===== src/design/htd_pkg.sv =====
`timescale 1ns / 1ps
package htd_pkg;
    localparam int IN_DATA_W  = 56;
    localparam int OUT_DATA_W = 32;
    localparam int CFG_DATA_W = 16;
    localparam int CFG_IDX_W  = 1;

    localparam logic [1:0] ST_OK       = 2'd0;
    localparam logic [1:0] ST_REJECTED = 2'd1;
    localparam logic [1:0] ST_SKIPPED  = 2'd2;

    localparam logic [CFG_IDX_W-1:0] REG_ABS_LIMIT = 1'd0;
    localparam logic [CFG_IDX_W-1:0] REG_REL_FACT  = 1'd1;

    localparam logic FUNC_EVENT  = 1'b0;
    localparam logic FUNC_RECORD = 1'b1;

    typedef logic [31:0] t_word;
    typedef logic [63:0] t_prod;
endpackage


===== src/design/htd_mul.sv =====
`timescale 1ns / 1ps
module htd_mul (
    input  logic           i_clk,
    input  htd_pkg::t_word i_a,
    input  htd_pkg::t_word i_b,
    output htd_pkg::t_prod o_p
);
    import htd_pkg::*;

    t_prod r_p;

    always_ff @(posedge i_clk) begin
        r_p <= 64'(i_a) * 64'(i_b);
    end

    assign o_p = r_p;
endmodule


===== config.mk =====
export PLATFORM = sky130hd
export DESIGN_NAME = htd_mul
export DESIGN_NICKNAME = d
export VERILOG_FILES = /design/src/design/htd_pkg.sv /design/src/design/htd_mul.sv
export SDC_FILE = /design/constraint.sdc
export NUM_CORES = 2
export LEC_CHECK = 0
export BUFFER_PORTS_ARGS = -buffer_cell sky130_fd_sc_hd__buf_2
export CAP_MARGIN = 20
export CORE_ASPECT_RATIO = 1.25
export CORE_MARGIN = 10
export CORE_UTILIZATION = 28
export CTS_CLUSTER_SIZE = 16
export DETAILED_ROUTE_END_ITERATION = 10
export GPL_ROUTABILITY_DRIVEN = 0
export PLACE_DENSITY = 0.48
export SETUP_SLACK_MARGIN = 0.02
export SLEW_MARGIN = 40
export SYNTH_ARGS = -nofsm -noshare
export SYNTH_HDL_FRONTEND = slang
export SYNTH_SLANG_ARGS = --single-unit

===== constraint.sdc =====
create_clock -name i_clk -period 8.6 [get_ports i_clk]
set_clock_uncertainty 0.2 [all_clocks]
set_input_delay 1.72 -clock i_clk [delete_from_list [all_inputs] [get_ports i_clk]]
set_output_delay 1.72 -clock i_clk [all_outputs]
set_load 0.02 [all_outputs]

==> results.py <==
metrics = {
    "final_layout": {
        "largest_register_ffs": 64,
        "layout_commonest_cell": "fa_1",
        "synthToLayoutAreaGrowth_pct": 18.3,
        "drive_above_1_share_pct": 16.3,
        "fin_nets": 5263,
        "layout_common_cells": "859 x fa_1, 853 x inv_1, 588 x and2_1",
        "stdcell_count": 5651,
    },
    "logic_synthesis": {
        "synth_mux_area_share_pct": 0.0289,
        "synth_top_family_by_area": "adder cells",
        "ys_warn_count": 0,
        "async_reset_ff_share_pct": 0,
        "synthDistinctLibCells": 57,
        "synthesis.nets": 4972,
        "synth-edff-count": 0,
        "yosysSeqAreaShare_pct": 3.69,
        "synth_compound_area_share_pct": 4.15,
        "ys_seq_elements": 64,
        "synth_area_per_cell_um2": 9.25,
        "synth-simple-area-share_pct": 17.6,
        "synth_cells": 3748,
        "synth-xor-area-share_pct": 1.52,
        "synthesis.area_mm2": 0.0347,
        "synth_ff_type": "dfxtp_1",
        "synthAdderAreaFrac_pct": 61.2,
    },
    "floorplan": {
        "design.core.area_mm2": 0.123,
        "initial_core_util_pct": 28.1,
        "dieArea_mm2": 0.138,
        "die_y_um": 413,
        "fp.dieW_um": 335,
        "boundaryPins": 129,
        "row_count": 144,
    },
    "place": {
        "dp_hpwl_mm": 93.4,
        "portBuffers": 128,
        "dp_cells": 5619,
    },
    "clock_tree": {
        "h-tree-depth": 3,
        "cts_made_buffers": 9,
        "tritoncts": "done",
        "clock-root-buffer": "clkbuf_16",
        "clkTransAtPathRegs_ps": 60,
        "cts.sinks": 64,
        "cts_buffer_depth": 2,
    },
    "sta": {
        "tightest_slew_ps": 521,
        "min_period_over_period_pct": 99.5,
        "slew_headroom_pct": 65.0,
        "finalHoldViolations": 0,
        "fmax_ghz": 0.117,
        "maxSlewViolCount": 0,
        "report.final.setup_viol": 0,
        "period_needed_ps": 8560,
        "rsz0062_at_grt": "true",
    },
    "worst_setup_path": {
        "required_ps": 8660,
        "arrival_ps": 8620,
        "cp-start-kind": "input pin",
        "crit_type": "input pin to flip-flop",
        "cp-end-kind": "flip-flop",
        "cp_max_fo": 14,
    },
    "global_routing": {
        "antenna_found_initial": 5,
        "first_global_vias": 28600,
        "grt_util_all_layers_pct": 15.5,
        "grt_pass1_wl_mm": 166,
        "grt_max_degree": 25,
        "grt_overflow_total": 0,
    },
    "routing": {
        "postRouteAntennaNets": 0,
        "routedWlPerCell_um": 18.5,
        "route.detailed.drc": 0,
        "first_pass_iters": 5,
        "wirelength_mm": 105,
        "avgViaCountPerCell": 4.48,
        "dr.first_iter.drc_count": 927,
        "num_vias": 25300,
    },
    "min_path": {
        "hold_class": "input pin to flip-flop",
    },
    "flow_run": {
        "max_cap_viol_count": 0,
    },
    "status": {
        "status": "completed",
    },
}
cell families (layout without fill, tap and decap cells):
kind of cell	Yosys count	count (layout)
AOI/OAI and AO/OA	202	202
xor gates and xnor gates	60	60
adders and majority gates	1159	1159
buffers and inverters	1085	1381
DFF	64	64
muxes	1	1
other	0	1
and+or+nand+nor	1177	1177
timing repair:
action / in CTS / in global routing
hold buffers: 0 / 0
buffers inserted: 0 / 16
endpoints found under the setup margin: 24 / 23
resized for setup: 82 / 217
cloned: 0 / 1
pin swaps: 22 / 110
layer usage:
metal  share of wire [%]  vias up  global-route usage (%)
li1                    -    11400                       -
met1                  37    13400                    16.7
met2                  58      366                    31.5
met3                 2.1      133                    1.37
met4                 3.3        2                    4.10
met5               0.012        -                       0
synth_stat cells (3+ instances only):
master    number  area [um2]
o21ai_0       21         105
and4_1         3        26.3
or2_2          3        18.8
nand4_1       23         144
or3_1          3        18.8
a21boi_1       3        22.5
o31ai_4        3        63.8
nor2_1        20        75.1
a221oi_4       3        78.8
and2_1       602        3770
fa_1         896       17900
dfxtp_1       64        1280
buf_2          6        30.0
xnor2_1       35         307
and3_1        14        87.6
ha_1         263        3290
xor2_1        25         219
or4_1          3        22.5
a21oi_1       63         315
nor3_1         7        35.0
clkbuf_1     213         800
inv_1        865        3250
a31oi_1       12        75.1
o221ai_1       3        26.3
a221o_1        4        40.0
a21oi_2        3        26.3
o21bai_1      10        75.1
a21o_1        40         300
a211oi_1       3        22.5
nand3_1       10        50.1
o21a_1         9        67.6
o21ai_1        5        25.0
nand2_1      480        1800
final timing paths:
path,from,to,slack [ps],cells after the start
setup / recovery,i_a[12],o_p[59],40,24
hold / removal,i_a[0],o_p[0],1900,4
metrics by stage:
step | setup TNS [ps] | hold WS [ps] | util [%] | setup WS, ps | instance area (um2)
2_1_floorplan | -4.78 | 1650 | - | -4.78 | 34700
3_3_place_gp | -12470 | 1940 | 32.0 | -644 | 39400
3_5_place_dp | -12670 | 1940 | 32.0 | -640 | 39400
4_1_cts | -5.34 | 1860 | 32.5 | -5.34 | 40000
5_1_grt | -806 | 1880 | 33.3 | -144 | 41000
6_report | 0 | 1900 | 33.3 | 43.7 | 41000
final cells by class:
class / instances / area [um2]
well taps: 1606 / 2010
clock inverters: 2 / 60.1
diodes: 1 / 2.50
inverters: 865 / 3250
multi-input cells: 2599 / 29900
fillers: 13000 / 82200
repair buffers: 500 / 4230
clock buffers: 14 / 274
flip-flops and latches: 64 / 1280
critical path, cell delays in order:
cell	delay, ps
buf_6	150
and2_4	150
fa_1	540
fa_1	420
fa_1	490
inv_1	60
fa_1	530
inv_1	50
fa_1	560
inv_2	40
fa_1	490
inv_2	40
fa_1	500
fa_1	560
ha_4	300
nand4_1	80
a2111o_1	350
a21o_1	200
a21oi_4	200
a31oi_4	140
o31ai_4	410
nand2_1	140
o211ai_1	210
xor2_1	250
Power is not shown: default switching activity piles up to over one toggle a cycle in this logic, so the estimate is an artifact.
